## src/hdl/htfd_pkg.sv

```systemverilog
package htfd_pkg;

  localparam int unsigned QUEUE_DEPTH_DEFAULT = 2;

  localparam logic [7:0] CRC_INIT = 8'hFF;
  localparam logic [7:0] CRC_POLY = 8'h31;

  localparam logic [1:0] STATUS_OK  = 2'd0;
  localparam logic [1:0] STATUS_CRC = 2'd1;
  localparam logic [1:0] STATUS_BUS = 2'd2;

  localparam logic [2:0] IDX_T_HI   = 3'd0;
  localparam logic [2:0] IDX_T_LO   = 3'd1;
  localparam logic [2:0] IDX_T_CRC  = 3'd2;
  localparam logic [2:0] IDX_H_HI   = 3'd3;
  localparam logic [2:0] IDX_H_LO   = 3'd4;
  localparam logic [2:0] IDX_H_CRC  = 3'd5;

  localparam logic [14:0] SCALE_TEMP    = 15'd17500;
  localparam logic [13:0] SCALE_HUMID_A = 14'd10000;
  localparam logic [13:0] SCALE_HUMID_B = 14'd12500;
  localparam logic [16:0] RAW_FULL      = 17'd65535;

  // Classified frame handed from the front end to the arithmetic back end.
  typedef struct packed {
    logic        fail;
    logic        crc_ok;
    logic [15:0] raw_t;
    logic [15:0] raw_h;
  } htfd_item_t;

  function automatic logic [7:0] crc8_step(input logic [7:0] crc_in, input logic [7:0] data);
    logic [7:0] c;
    c = crc_in ^ data;
    for (int b = 0; b < 8; b++) begin
      if (c[7]) begin
        c = {c[6:0], 1'b0} ^ CRC_POLY;
      end else begin
        c = {c[6:0], 1'b0};
      end
    end
    return c;
  endfunction

endpackage

```

## src/hdl/htfd_front.sv

```systemverilog
module htfd_front (
  input  logic                clk,
  input  logic                rst,
  input  logic                in_valid,
  output logic                in_stall,
  input  logic [7:0]          rx_byte,
  input  logic                bus_fail,
  input  logic                q_full,
  output logic                push,
  output htfd_pkg::htfd_item_t push_item
);
  import htfd_pkg::*;

  logic [2:0]  byte_index;
  logic [7:0]  crc;
  logic        t_ok;
  logic [15:0] raw_t;
  logic [15:0] raw_h;
  logic        accept;
  logic        last_byte;

  assign in_stall  = q_full;
  assign accept    = in_valid && !in_stall;
  assign last_byte = (byte_index >= IDX_H_CRC);
  assign push      = accept && (bus_fail || last_byte);

  always_comb begin
    push_item.fail   = bus_fail;
    push_item.crc_ok = t_ok && (crc == rx_byte);
    push_item.raw_t  = raw_t;
    push_item.raw_h  = raw_h;
  end

  always_ff @(posedge clk) begin
    if (rst) begin
      byte_index <= IDX_T_HI;
    end else if (accept) begin
      if (bus_fail || last_byte) begin
        byte_index <= IDX_T_HI;
      end else begin
        byte_index <= byte_index + 3'd1;
      end
    end
  end

  always_ff @(posedge clk) begin
    if (accept && !bus_fail) begin
      unique case (byte_index)
        IDX_T_HI: begin
          raw_t[15:8] <= rx_byte;
          crc <= crc8_step(CRC_INIT, rx_byte);
        end
        IDX_T_LO: begin
          raw_t[7:0] <= rx_byte;
          crc <= crc8_step(crc, rx_byte);
        end
        IDX_T_CRC: begin
          t_ok <= (crc == rx_byte);
        end
        IDX_H_HI: begin
          raw_h[15:8] <= rx_byte;
          crc <= crc8_step(CRC_INIT, rx_byte);
        end
        IDX_H_LO: begin
          raw_h[7:0] <= rx_byte;
          crc <= crc8_step(crc, rx_byte);
        end
        default: begin
        end
      endcase
    end
  end

  a_index_range: assert property (@(posedge clk) disable iff (rst) byte_index <= IDX_H_CRC)
    else $error("byte index out of range");
  a_push_on_accept: assert property (@(posedge clk) disable iff (rst) push |-> accept)
    else $error("push without an accepted byte");
  a_index_advance: assert property (@(posedge clk) disable iff (rst)
      (accept && !bus_fail && !last_byte) |=> (byte_index == $past(byte_index) + 3'd1))
    else $error("byte index did not advance");

endmodule

```

## src/hdl/htfd_queue.sv

```systemverilog
module htfd_queue #(
  parameter int unsigned DEPTH = htfd_pkg::QUEUE_DEPTH_DEFAULT
) (
  input  logic                 clk,
  input  logic                 rst,
  input  logic                 push,
  input  htfd_pkg::htfd_item_t push_item,
  output logic                 full,
  output logic                 q_valid,
  output htfd_pkg::htfd_item_t q_item,
  input  logic                 pop
);
  import htfd_pkg::*;

  localparam int unsigned PTR_W = (DEPTH > 1) ? $clog2(DEPTH) : 1;
  localparam int unsigned CNT_W = $clog2(DEPTH + 1);

  htfd_item_t       mem [DEPTH];
  logic [PTR_W-1:0] wr_ptr;
  logic [PTR_W-1:0] rd_ptr;
  logic [CNT_W-1:0] count;

  assign full    = (count == CNT_W'(DEPTH));
  assign q_valid = (count != '0);
  assign q_item  = mem[rd_ptr];

  always_ff @(posedge clk) begin
    if (push) begin
      mem[wr_ptr] <= push_item;
    end
  end

  always_ff @(posedge clk) begin
    if (rst) begin
      wr_ptr <= '0;
      rd_ptr <= '0;
      count  <= '0;
    end else begin
      if (push) begin
        wr_ptr <= (wr_ptr == PTR_W'(DEPTH - 1)) ? '0 : wr_ptr + 1'b1;
      end
      if (pop) begin
        rd_ptr <= (rd_ptr == PTR_W'(DEPTH - 1)) ? '0 : rd_ptr + 1'b1;
      end
      if (push && !pop) begin
        count <= count + 1'b1;
      end else if (pop && !push) begin
        count <= count - 1'b1;
      end
    end
  end

  a_count_range: assert property (@(posedge clk) disable iff (rst) count <= CNT_W'(DEPTH))
    else $error("queue count overflow");
  a_no_push_full: assert property (@(posedge clk) disable iff (rst) push |-> !full)
    else $error("push into full queue");
  a_no_pop_empty: assert property (@(posedge clk) disable iff (rst) pop |-> q_valid)
    else $error("pop from empty queue");

endmodule

```

## src/hdl/htfd_back.sv

```systemverilog
module htfd_back (
  input  logic                 clk,
  input  logic                 rst,
  input  logic                 family,
  input  logic                 q_valid,
  input  htfd_pkg::htfd_item_t q_item,
  output logic                 pop,
  output logic                 out_valid,
  input  logic                 out_stall,
  output logic signed [14:0]   temp_centi,
  output logic [13:0]          humid_centi,
  output logic [1:0]           status
);
  import htfd_pkg::*;

  // Floor of x / 65535 for x no larger than 17500 * 65535.
  function automatic logic [14:0] div_full(input logic [30:0] x);
    logic [14:0] q0;
    logic [16:0] r;
    q0 = x[30:16];
    r  = {1'b0, x[15:0]} + {2'b00, q0};
    return (r >= RAW_FULL) ? q0 + 15'd1 : q0;
  endfunction

  logic        s1_valid;
  logic [30:0] s1_prod_t;
  logic [29:0] s1_prod_h;
  logic [1:0]  s1_status;
  logic        s1_family;
  logic        s1_load;
  logic        out_load;

  logic [14:0]        q_t;
  logic [14:0]        q_h;
  logic signed [15:0] t_full;
  logic signed [15:0] h_off;
  logic [13:0]        h_val;
  logic [1:0]         st_next;

  assign out_load = !out_valid || !out_stall;
  assign s1_load  = !s1_valid || out_load;
  assign pop      = q_valid && s1_load;

  always_comb begin
    if (q_item.fail) begin
      st_next = STATUS_BUS;
    end else if (!q_item.crc_ok) begin
      st_next = STATUS_CRC;
    end else begin
      st_next = STATUS_OK;
    end
  end

  always_ff @(posedge clk) begin
    if (rst) begin
      s1_valid <= 1'b0;
    end else if (s1_load) begin
      s1_valid <= q_valid;
    end
  end

  always_ff @(posedge clk) begin
    if (pop) begin
      s1_prod_t <= 31'(SCALE_TEMP) * 31'(q_item.raw_t);
      s1_prod_h <= 30'(family ? SCALE_HUMID_B : SCALE_HUMID_A) * 30'(q_item.raw_h);
      s1_status <= st_next;
      s1_family <= family;
    end
  end

  always_comb begin
    q_t    = div_full(s1_prod_t);
    q_h    = div_full({1'b0, s1_prod_h});
    t_full = $signed({1'b0, q_t}) - 16'sd4500;
    h_off  = $signed({1'b0, q_h}) - 16'sd600;
    if (!s1_family) begin
      h_val = q_h[13:0];
    end else if (h_off < 16'sd0) begin
      h_val = 14'd0;
    end else if (h_off > 16'sd10000) begin
      h_val = 14'd10000;
    end else begin
      h_val = h_off[13:0];
    end
  end

  always_ff @(posedge clk) begin
    if (rst) begin
      out_valid <= 1'b0;
    end else if (out_load) begin
      out_valid <= s1_valid;
    end
  end

  always_ff @(posedge clk) begin
    if (out_load && s1_valid) begin
      status <= s1_status;
      if (s1_status == STATUS_OK) begin
        temp_centi  <= t_full[14:0];
        humid_centi <= h_val;
      end else begin
        temp_centi  <= '0;
        humid_centi <= '0;
      end
    end
  end

  a_status_code: assert property (@(posedge clk) disable iff (rst)
      out_valid |-> (status == STATUS_OK || status == STATUS_CRC || status == STATUS_BUS))
    else $error("undefined status code");
  a_zero_on_error: assert property (@(posedge clk) disable iff (rst)
      (out_valid && status != STATUS_OK) |-> (temp_centi == '0 && humid_centi == '0))
    else $error("nonzero values with error status");
  a_humid_range: assert property (@(posedge clk) disable iff (rst)
      out_valid |-> (humid_centi <= 14'd10000))
    else $error("humidity out of range");

endmodule

```

## src/hdl/humidity_temp_frame_decode.sv

```systemverilog
// Channel   Direction  Handshake                Payload
// in        input      in_valid / in_stall      rx_byte, bus_fail
// out       output     out_valid / out_stall    temp_centi, humid_centi, status
// cfg       input      cfg_valid / cfg_ready    sensor_family
//
// One byte is taken per cycle while in_stall is low; a result passes through the queue entry,
// the multiply stage and the output register after the sixth byte or a bus failure transfers.
// The multiply stage feeds the divide-by-65535 correction ahead of the output register;
// the back end sustains one result per cycle while out_stall is low.
// Reset is synchronous and clears the byte count, the queue and the valid flags.
// Input stalls only when the queue between front and back end is full.
module humidity_temp_frame_decode #(
  parameter int unsigned QUEUE_DEPTH = htfd_pkg::QUEUE_DEPTH_DEFAULT
) (
  input  logic               clk,
  input  logic               rst,
  input  logic               in_valid,
  output logic               in_stall,
  input  logic [7:0]         rx_byte,
  input  logic               bus_fail,
  output logic               out_valid,
  input  logic               out_stall,
  output logic signed [14:0] temp_centi,
  output logic [13:0]        humid_centi,
  output logic [1:0]         status,
  input  logic               cfg_valid,
  output logic               cfg_ready,
  input  logic               sensor_family
);
  import htfd_pkg::*;

  logic       family;
  logic       q_full;
  logic       push;
  logic       q_valid;
  logic       pop;
  htfd_item_t push_item;
  htfd_item_t q_item;

  assign cfg_ready = 1'b1;

  always_ff @(posedge clk) begin
    if (rst) begin
      family <= 1'b0;
    end else if (cfg_valid && cfg_ready) begin
      family <= sensor_family;
    end
  end

  htfd_front u_front (
    .clk       (clk),
    .rst       (rst),
    .in_valid  (in_valid),
    .in_stall  (in_stall),
    .rx_byte   (rx_byte),
    .bus_fail  (bus_fail),
    .q_full    (q_full),
    .push      (push),
    .push_item (push_item)
  );

  htfd_queue #(
    .DEPTH (QUEUE_DEPTH)
  ) u_queue (
    .clk       (clk),
    .rst       (rst),
    .push      (push),
    .push_item (push_item),
    .full      (q_full),
    .q_valid   (q_valid),
    .q_item    (q_item),
    .pop       (pop)
  );

  htfd_back u_back (
    .clk         (clk),
    .rst         (rst),
    .family      (family),
    .q_valid     (q_valid),
    .q_item      (q_item),
    .pop         (pop),
    .out_valid   (out_valid),
    .out_stall   (out_stall),
    .temp_centi  (temp_centi),
    .humid_centi (humid_centi),
    .status      (status)
  );

endmodule
```

## config.mk

```make
export PLATFORM = sky130hd
export DESIGN_NAME = humidity_temp_frame_decode
export DESIGN_NICKNAME = d
export VERILOG_FILES = /design/src/hdl/htfd_pkg.sv /design/src/hdl/htfd_front.sv /design/src/hdl/htfd_queue.sv /design/src/hdl/htfd_back.sv /design/src/hdl/humidity_temp_frame_decode.sv
export SDC_FILE = /design/constraint.sdc
export NUM_CORES = 1
export LEC_CHECK = 0
export BUFFER_PORTS_ARGS = -buffer_cell sky130_fd_sc_hd__clkbuf_2
export CAP_MARGIN = 10
export CORE_ASPECT_RATIO = 1.25
export CORE_MARGIN = 4
export CORE_UTILIZATION = 51
export DETAILED_ROUTE_END_ITERATION = 10
export PLACE_DENSITY = 0.76
export SLEW_MARGIN = 30
export SYNTH_ARGS = -nofsm -noshare
export SYNTH_HDL_FRONTEND = slang
export SYNTH_HIERARCHICAL = 1
export SYNTH_SLANG_ARGS = --single-unit
export TNS_END_PERCENT = 50
```

## constraint.sdc

```tcl
create_clock -name clk -period 8.7 [get_ports clk]
set_input_delay 1.305 -clock clk [delete_from_list [all_inputs] [get_ports clk]]
set_output_delay 1.305 -clock clk [all_outputs]
set_load 0.01 [all_outputs]
```

==> metrics, run 1 <==
CP bufs+invs 3; post-CTS sizing 0; final instance area about 20000 um2; Critical Path Slowest Stage Cell dfxtp_1; final net count 2184; Initial Utilization 0.518; CP Launch Type flip-flop; Final min period a little over 7000 ps; CTS Hold Buffers Added 0; All-Layer GR Usage 0.182; max incr delay on CP 570 ps; status finished, final reports clean; grt ovf 0; Worst Tran Pin Value 775 ps; crit path kind flip-flop to flip-flop; Core Area around 36000 um2; synth unique cells 83; Final Hold Viols 0; most common cell after layout, fill and taps aside inv_1; largest net degree at the start of global routing 62; skew final 11.1 ps; fill count 2928; f_max 138 MHz; initial antenna violation count 0; Routed wire per std cell 16.0 um; Post-DRT Antenna Nets 0; port buffer count 47; worst min-delay path startpoint u_front/raw_t[12]; first drt pass iteration count 5; full die area about 40000 um2; drt drc 0; RD Place Congestion 0.956; synth warn 6; commonest non-fill, non-tap cells in the layout 290 x inv_1, 266 x ha_1, 200 x edfxtp_1; Reg clk slew, reported paths roughly 70 ps; clock root cell clkbuf_16; mapped cell area 18900 um2; Avg Vias per Cell about 5.4; setup violators final 0; number of cell rows 78; vias in the first global route 12600; crit end category flip-flop; Arrival @ worst endpoint 7500 ps; chip height 223 um; placed cell area 19600 um2; Main synth FF type edfxtp_1; syn_nets 2140; H-tree levels 1; number of DRC markers in iteration 0 about 850; HPWL Detailed 29400 um; pins over their slew limit 0; share of cells above drive strength 1 0.0923; io pins 49; Synth async-reset ratio 0; clock sink count 211; EDFF count, synth 200; Largest delay share family, worst path adder cells; reported max-cap violation count 0; Slew HR 0.480; first-pass GRT wire length 60900 um; clock latency on the worst-skew pair 520 ps; HP Class flip-flop to flip-flop; die width 180 um; unrepaired setup endpoints after global routing false; CTS buffer count 22; CTS Buffer Depth 3; ANT cells 0; Cells after Synth 1718; critical path fanouts, max 25; TNS Setup 0 ps; Post-Route WL 36100 um; buffer count from post-CTS setup fixing 0; TritonCTS clock tree yes; Final period util 0.832; Avg Inst Size Synth around 11 um2; Crit path required time 8960 ps; Seq/Total Area, Yosys 0.330; P&R area growth vs syn 8.06%; FF+latch count, synth 211; via count 12300
worst paths after layout:
path | cells after the start | endpoint | slack [ps]
worst max-delay path | 27 | u_back/s1_prod_h[29] | 1460
worst min-delay path | 0 | u_queue/mem[1][28] | 440
worst max register to register | 27 | u_back/s1_prod_h[29] | 1460
worst min register to register | 0 | u_queue/mem[1][28] | 440
cells by family (layout without fill, tap and decap cells):
group,Yosys count,count (layout),synth area share
fa+ha+maj,407,407,0.326
simple gates,360,360,0.0986
buf+inv,322,381,0.0663
compound gates,249,249,0.0916
flops,211,211,0.330
xor+xnor,122,122,0.0598
mux,46,46,0.0271
other cells,1,1,0.000199
flip-flops by register name, summed over array words and instances, names as in the netlist, named ones only:
signal / cells
u_back/s1_prod_h: 28
u_back/out_valid: 1
u_queue/mem: 68
u_front/byte_index: 3
u_back/s1_valid: 1
u_back/s1_family: 1
u_back/s1_status: 2
u_back/s1_prod_t: 29
u_queue/wr_ptr: 1
u_front/t_ok: 1
family: 1
u_back/humid_centi: 14
u_back/status: 2
u_back/temp_centi: 15
u_queue/rd_ptr: 1
u_front/crc: 8
u_front/raw_h: 16
u_queue/count: 2
u_front/raw_t: 16
metrics by stage:
stage,util,hold slack [ps],setup WS [ps],instances
after CTS,0.559,441,1420,2256
after global routing,0.560,450,1120,2257
after detailed placement,0.538,430,1460,2217
after floorplan,-,421,2020,1718
after global placement,0.538,423,1630,2217
final,0.560,440,1460,2257
final cells by class:
| class | count | area, um2 | share of cell area |
|---|---|---|---|
| clock buffers | 25 | 593 | 0.0291 |
| flip-flops and latches | 211 | 6230 | 0.306 |
| repair buffers | 52 | 293 | 0.0144 |
| inverters | 290 | 1090 | 0.0534 |
| well taps | 480 | 601 | 0.0295 |
| multi-input cells | 1185 | 11400 | 0.560 |
| clock inverters | 14 | 165 | 0.00811 |
synthesized netlist by cell type, types with 12 or more instances:
cell,instances,share of area
nor3_1,26,0.0069
mux2_2,36,0.021
nand3_1,37,0.0098
edfxtp_1,200,0.32
a211oi_1,18,0.0072
or3_1,12,0.0040
nor2_1,88,0.018
o21a_1,13,0.0052
a21o_1,16,0.0064
and2_1,30,0.010
nor2b_1,19,0.0063
o21ai_0,40,0.011
ha_1,266,0.18
a21oi_1,61,0.016
nand4_1,15,0.0050
inv_1,290,0.058
o21bai_1,14,0.0056
xor2_1,38,0.018
nand2_1,64,0.013
xnor2_1,79,0.037
nand2b_1,17,0.0056
clkbuf_1,19,0.0038
fa_1,141,0.15
metal layers:
| metal | vias to the layer above | GRT usage | routed length, um |
|---|---|---|---|
| li1 | 6032 | - | - |
| met1 | 5878 | 0.228 | 15400 |
| met2 | 258 | 0.322 | 18000 |
| met3 | 82 | 0.0225 | 1420 |
| met4 | 0 | 0.0696 | 1320 |
| met5 | - | 0 | 0 |
Power of run 1 is left out: the tool's default activity adds up to more than one toggle a clock period on the data nets, which glitch-free logic cannot reach.
==> inputs of run 2 (changes only) <==
--- a/config.mk
+++ b/config.mk
@@ -11,7 +11,7 @@
 export CORE_MARGIN = 4
 export CORE_UTILIZATION = 51
 export DETAILED_ROUTE_END_ITERATION = 10
-export PLACE_DENSITY = 0.76
+export PLACE_DENSITY = 0.79
 export SLEW_MARGIN = 30
 export SYNTH_ARGS = -nofsm -noshare
 export SYNTH_HDL_FRONTEND = slang
==> constraint.sdc (replaced) <==
create_clock -name clk -period 6.6 [get_ports clk]
set_input_delay 0.99 -clock clk [delete_from_list [all_inputs] [get_ports clk]]
set_output_delay 0.99 -clock clk [all_outputs]
set_load 0.01 [all_outputs]
==> run 2 against run 1 <==
  * Register-to-register slack got worse by 1400 ps
  * Cell count increased by 2.8%
  * Cell area increased by 4.7%
  * Via count increased by 2.9%
  * Global-route usage increased by 0.67 points
  * Critical path depth increased by 2
==> metrics, run 2 (synthesis results as in run 1) <==
Crit path required time 6860 ps (-2100 ps); crit path to u_back/s1_prod_h[28]; skew final 12.4 ps (+1.34 ps); chip height 223 um (unchanged); met2 Usage GRT 0.353 (+0.0317); Slew HR 0.469 (-0.0113); largest net degree at the start of global routing 63 (+1.6%); CP Launch Type flip-flop; crit path kind flip-flop to flip-flop; R2R setup slack 80 ps (-1380 ps); number of DRC markers in iteration 0 748 (-12%); Critical Path Slowest Stage Cell fa_1; share of cells above drive strength 1 0.155 (+0.0625); TritonCTS clock tree yes; HP Class flip-flop to flip-flop; GR Util met1 0.226 (-0.00193); first drt pass iteration count 5 (unchanged); commonest non-fill, non-tap cells in the layout 286 x inv_1, 247 x ha_1, 200 x edfxtp_1; clock latency on the worst-skew pair 520 ps (about the same); critical path fanouts, max 5 (-80%); first-pass GRT wire length 63500 um (+4.4%); Final min period 6520 ps (-722 ps); Worst Tran Pin Value 797 ps (+21.7 ps); most common cell after layout, fill and taps aside inv_1; P&R area growth vs syn 13.2%; M3 GR Usage 0.0240 (+0.00147); Arrival @ worst endpoint 6780 ps (-720 ps); crit end category flip-flop; via count 12600 (+2.9%); CP bufs+invs 5 (+2); top flop regs u_queue/mem: 68 flops, u_back/s1_prod_t: 29 flops, u_back/s1_prod_h: 28 flops; grt peak-use layer met2; Final Hold Viols 0 (unchanged); grt ovf 0 (unchanged); f_max 153 MHz (+11%); Initial Utilization 0.518 (unchanged); port buffer count 47 (unchanged); io pins 49 (unchanged); fill count 2829 (-3.4%); Avg Vias per Cell 5.43 (+0.11%); initial antenna violation count 0 (unchanged); critical path depth 29 (+7.4%); HPWL Detailed 30000 um (+2.0%); non-filler cells, final 2321 (+2.8%); full die area 40100 um2 (unchanged); Core Area 36400 um2 (unchanged); Post-DRT Antenna Nets 0 (unchanged); clock sink count 211 (unchanged); Reg clk slew, reported paths 60 ps (about the same); die width 180 um (unchanged); number of cell rows 78 (unchanged); Routed wire per std cell 16.5 um (+3.4%); RD Place Congestion 0.898 (-6.1%); CTS Hold Buffers Added 0 (unchanged); CTS Buffer Depth 3 (unchanged); final net count 2248 (+2.9%); pins over their slew limit 0 (unchanged); drt drc 0 (unchanged); H-tree levels 1 (unchanged); Largest register FFs 68 (unchanged); CTS buffer count 22 (unchanged); Reg2Reg Depth 29 (+7.4%); Largest delay share family, worst path adder cells; vias in the first global route 13300 (+5.6%); reported max-cap violation count 0 (unchanged); All-Layer GR Usage 0.188 (+0.00673); clock root cell clkbuf_16; ANT cells 0 (unchanged); status finished, final reports clean; max incr delay on CP 580 ps (about the same); FF-to-FF End u_back/s1_prod_h[28]; Final period util 0.988 (+0.155); Top reg by flops u_queue/mem; Inst Count DP 2272 (+2.5%); setup violators final 0 (unchanged); Post-Route WL 38400 um (+6.3%)
run 2: repair_timing:
item | in CTS | in global routing
cloned | 0 | 1
setup buffers | 1 | 8
pin swaps | 13 | 48
resized for setup | 18 | 62
setup endpoints to repair | 5 | 7
hold endpoints to repair | 0 | 0
run 2: layout make-up:
cell class	instances	area [um2]	area share
Clock buffer	27	591	0.0277
Clock inverter	12	163	0.00762
Inverter	290	1090	0.0510
Multi-Input combinational cell	1185	11800	0.554
Sequential cell	211	6230	0.292
Tap cell	480	601	0.0281
Timing Repair Buffer	116	843	0.0395
run 2: worst min path at each step:
stage	cells past startpoint	slack, ps	startpoint	endpoint
final	0	440	u_front/raw_h[11]	u_queue/mem[0][11]
after global routing	0	450	u_front/raw_h[6]	u_queue/mem[0][6]
after CTS	0	440	u_front/raw_h[2]	u_queue/mem[0][2]
after detailed placement	0	430	u_front/raw_h[11]	u_queue/mem[1][11]
after global placement	0	420	u_front/raw_t[1]	u_queue/mem[0][17]
after floorplan	0	420	u_front/raw_h[0]	u_queue/mem[0][0]
run 2: stage by stage:
step / hold slack, ps / util / setup WS, ps / TNS [ps] / instance area, um2
2_1_floorplan: 421 / - / 11.7 / 0 / 18900
5_1_grt: 455 / 0.586 / -102 / -187 / 21300
6_report: 443 / 0.586 / 81.8 / 0 / 21300
4_1_cts: 444 / 0.575 / -21.5 / -21.5 / 20900
3_5_place_dp: 430 / 0.551 / -272 / -677 / 20100
3_3_place_gp: 423 / 0.550 / -87.8 / -115 / 20000
run 2: metal layers:
metal	up-vias	share of wire
li1	6149	-
met3	65	0.035
met5	-	0
met1	6145	0.41
met4	0	0.027
met2	252	0.53
Power of run 2 is left out for the same reason.
==> inputs of run 3 (changes only) <==
--- a/config.mk
+++ b/config.mk
@@ -5,13 +5,14 @@
 export SDC_FILE = /design/constraint.sdc
 export NUM_CORES = 1
 export LEC_CHECK = 0
+export ABC_AREA = 1
 export BUFFER_PORTS_ARGS = -buffer_cell sky130_fd_sc_hd__clkbuf_2
 export CAP_MARGIN = 10
 export CORE_ASPECT_RATIO = 1.25
 export CORE_MARGIN = 4
-export CORE_UTILIZATION = 51
+export CORE_UTILIZATION = 40
 export DETAILED_ROUTE_END_ITERATION = 10
-export PLACE_DENSITY = 0.79
+export PLACE_DENSITY = 0.66
 export SLEW_MARGIN = 30
 export SYNTH_ARGS = -nofsm -noshare
 export SYNTH_HDL_FRONTEND = slang
==> run 3 against run 2 <==
  * Cell count is 18% higher
  * Via count is 3.2% higher
  * Worst hold slack hardly changed
  * Sequential share of layout area is 0.56 points higher
  * Die area is 29% higher
  * Largest cell class unchanged
==> metrics, run 3 <==
crit path kind flip-flop to flip-flop; Critical Path Slowest Stage Cell fa_1; vias in the first global route 13300 (+0.24%); f_max 161 MHz (+4.7%); CTS buffer count 23 (+4.5%); All-Layer GR Usage 0.151 (-0.0369); Slew HR 0.421 (-0.0480); status finished, final reports clean; Initial Utilization 0.406 (-0.112); HPWL Detailed 32300 um (+7.7%); Reg2Reg Depth 30 (+3.4%); synth warn 6 (unchanged); unrepaired setup endpoints after global routing false; critical path fanouts, max 9 (+4); FF+latch count, synth 211 (unchanged); Post-DRT Antenna Nets 0 (unchanged); main combinational cell family by area after synthesis adder cells; die width 204 um (+14%); TNS Setup 0 ps (unchanged); setup violators final 0 (unchanged); Largest register FFs 68 (unchanged); share of cells above drive strength 1 0.0924 (-0.0624); first-pass GRT wire length 64700 um (+1.8%); Avg Inst Size Synth 9.52 um2 (-13%); commonest non-fill, non-tap cells in the layout 429 x inv_1, 361 x nand2_1, 266 x ha_1; RD Place Congestion 0.908 (+1.1%); Final Hold Viols 0 (unchanged); syn_nets 2445 (+14%); chip height 253 um (+14%); crit path to u_back/s1_prod_h[29]; Post-Synth XOR/XNOR Area 0.0381 (-0.0217); Routed wire per std cell 14.1 um (-15%); Final period util 0.943 (-0.0443); Compound-Gate Fraction of Synth Area 0.0520 (-0.0397); clock root cell clkbuf_16; Synth async-reset ratio 0 (unchanged); adder-cell share of the synthesized area 0.319 (-0.00695); largest net degree at the start of global routing 63 (unchanged); TritonCTS clock tree yes; Crit path required time 6870 ps (about the same); full die area 51800 um2 (+29%); clock latency on the worst-skew pair 540 ps (+20 ps); area leader, netlist edfxtp_1; Top reg by flops u_queue/mem; R2R setup slack 370 ps (+290 ps); Post-Synth Simple-Gate Area 0.145 (+0.0467); first drt pass iteration count 5 (unchanged); synth top area cells edfxtp_1 31%, ha_1 17%, fa_1 15%; reported max-cap violation count 0 (unchanged); port buffer count 47 (unchanged); number of cell rows 89 (+14%); via count 13000 (+3.2%); CTS Hold Buffers Added 0 (unchanged); pins over their slew limit 0 (unchanged); ANT cells 0 (unchanged); Final min period 6230 ps (-293 ps); Post-Route WL 38700 um (+0.75%); Cells after Synth 2023 (+18%); Main synth FF type edfxtp_1; CTS Buffer Depth 3 (unchanged); drt drc 0 (unchanged); Seq/Total Area, Yosys 0.323 (-0.00703); P&R area growth vs syn 8.70%; most instantiated cells after synthesis 430 x inv_1, 361 x nand2_1, 266 x ha_1; top flop regs u_queue/mem: 68 flops, u_back/s1_prod_t: 29 flops, u_back/s1_prod_h: 28 flops; crit end category flip-flop; FF-to-FF End u_back/s1_prod_h[29]; max incr delay on CP 540 ps (-40 ps); skew final 25.9 ps (+13.4 ps); grt ovf 0 (unchanged); Avg Vias per Cell 4.76 (-12%); Core Area 47400 um2 (+30%); io pins 49 (unchanged); most common cell after layout, fill and taps aside inv_1; CP Launch Type flip-flop; HP Class flip-flop to flip-flop; Arrival @ worst endpoint 6490 ps (-290 ps); synth unique cells 55 (-34%); clock sink count 211 (unchanged); Worst Tran Pin Value 868 ps (+71.0 ps); Reg clk slew, reported paths 60 ps (about the same); final net count 2506 (+11%); mapped cell area 19300 um2 (+2.2%); H-tree levels 1 (unchanged); EDFF count, synth 200 (unchanged); initial antenna violation count 0 (unchanged); number of DRC markers in iteration 0 575 (-23%); mux cell area share after synthesis 0.0257 (-0.00136); Yosys top cell area share 0.312 (-0.00678); most frequent cell after synthesis inv_1
run 3: cell types whose count changed after synthesis, sizes merged, moves of 15 or more:
cell,previous run,this run
a21oi,63,93
nor2,89,112
nand2,64,382
nor2b,19,0
nand2b,17,2
and2,30,2
inv,290,443
nand3,39,92
xnor2,80,23
xor2,39,59
a211oi,18,3
run 3: per-layer routing:
layer,wire (um),track usage
met1,16500,0.187
met2,19900,0.279
met3,1140,0.0147
met4,1160,0.0463
met5,0,0
run 3: critical path, delay by kind of cell, from the launching register on:
| kind | cells | cell delay [ps] |
|---|---|---|
| fa+ha+maj | 8 | 3020 |
| compound gates | 6 | 890 |
| simple gates | 9 | 850 |
| buf+inv | 5 | 410 |
| flops | 1 | 400 |
| mux | 1 | 340 |
| xor+xnor | 1 | 70 |
run 3: per-stage QoR:
step            util  setup WS (ps)  instance area, um2  hold slack [ps]  std cells
2_1_floorplan      -            613               19300              421       2023
3_3_place_gp   0.425            237               20200              423       2694
3_5_place_dp   0.425            184               20200              434       2694
4_1_cts        0.440            130               20900              446       2735
5_1_grt        0.441           4.12               20900              456       2737
6_report       0.441            374               20900              444       2737
run 3: worst min path at each step:
stage	from	to	cells past startpoint
floorplan	u_front/raw_h[0]	u_queue/mem[0][0]	0
global placement	u_front/raw_t[11]	u_queue/mem[0][27]	0
detailed placement	u_front/raw_t[9]	u_queue/mem[0][25]	0
CTS	u_front/raw_h[6]	u_queue/mem[1][6]	0
global route	u_front/raw_h[6]	u_queue/mem[1][6]	0
finish	u_front/raw_h[6]	u_queue/mem[1][6]	0
run 3: cells by family (layout without fill, tap and decap cells):
group	Yosys count	after routing
and+or+nand+nor	644	644
other	1	1
xor gates and xnor gates	82	82
AOI/OAI and AO/OA	180	180
buffers and inverters	464	541
adders and majority gates	407	407
muxes	34	34
DFF	211	211
run 3: timing repair:
item,CTS,global route
buffers inserted,0,1
endpoints found under the setup margin,0,4
hold endpoints to repair,0,0
resized for setup,0,7
run 3: layout make-up:
class                      instances  area, um2
fill                            4551      26500
multi-input combinational       1348      11200
sequential                       211       6230
inverter                         443       1660
tap                              637        797
clock buffer                      29        608
timing repair buffer              57        334
clock inverter                    12       97.6
Power of run 3 is left out for the same reason.
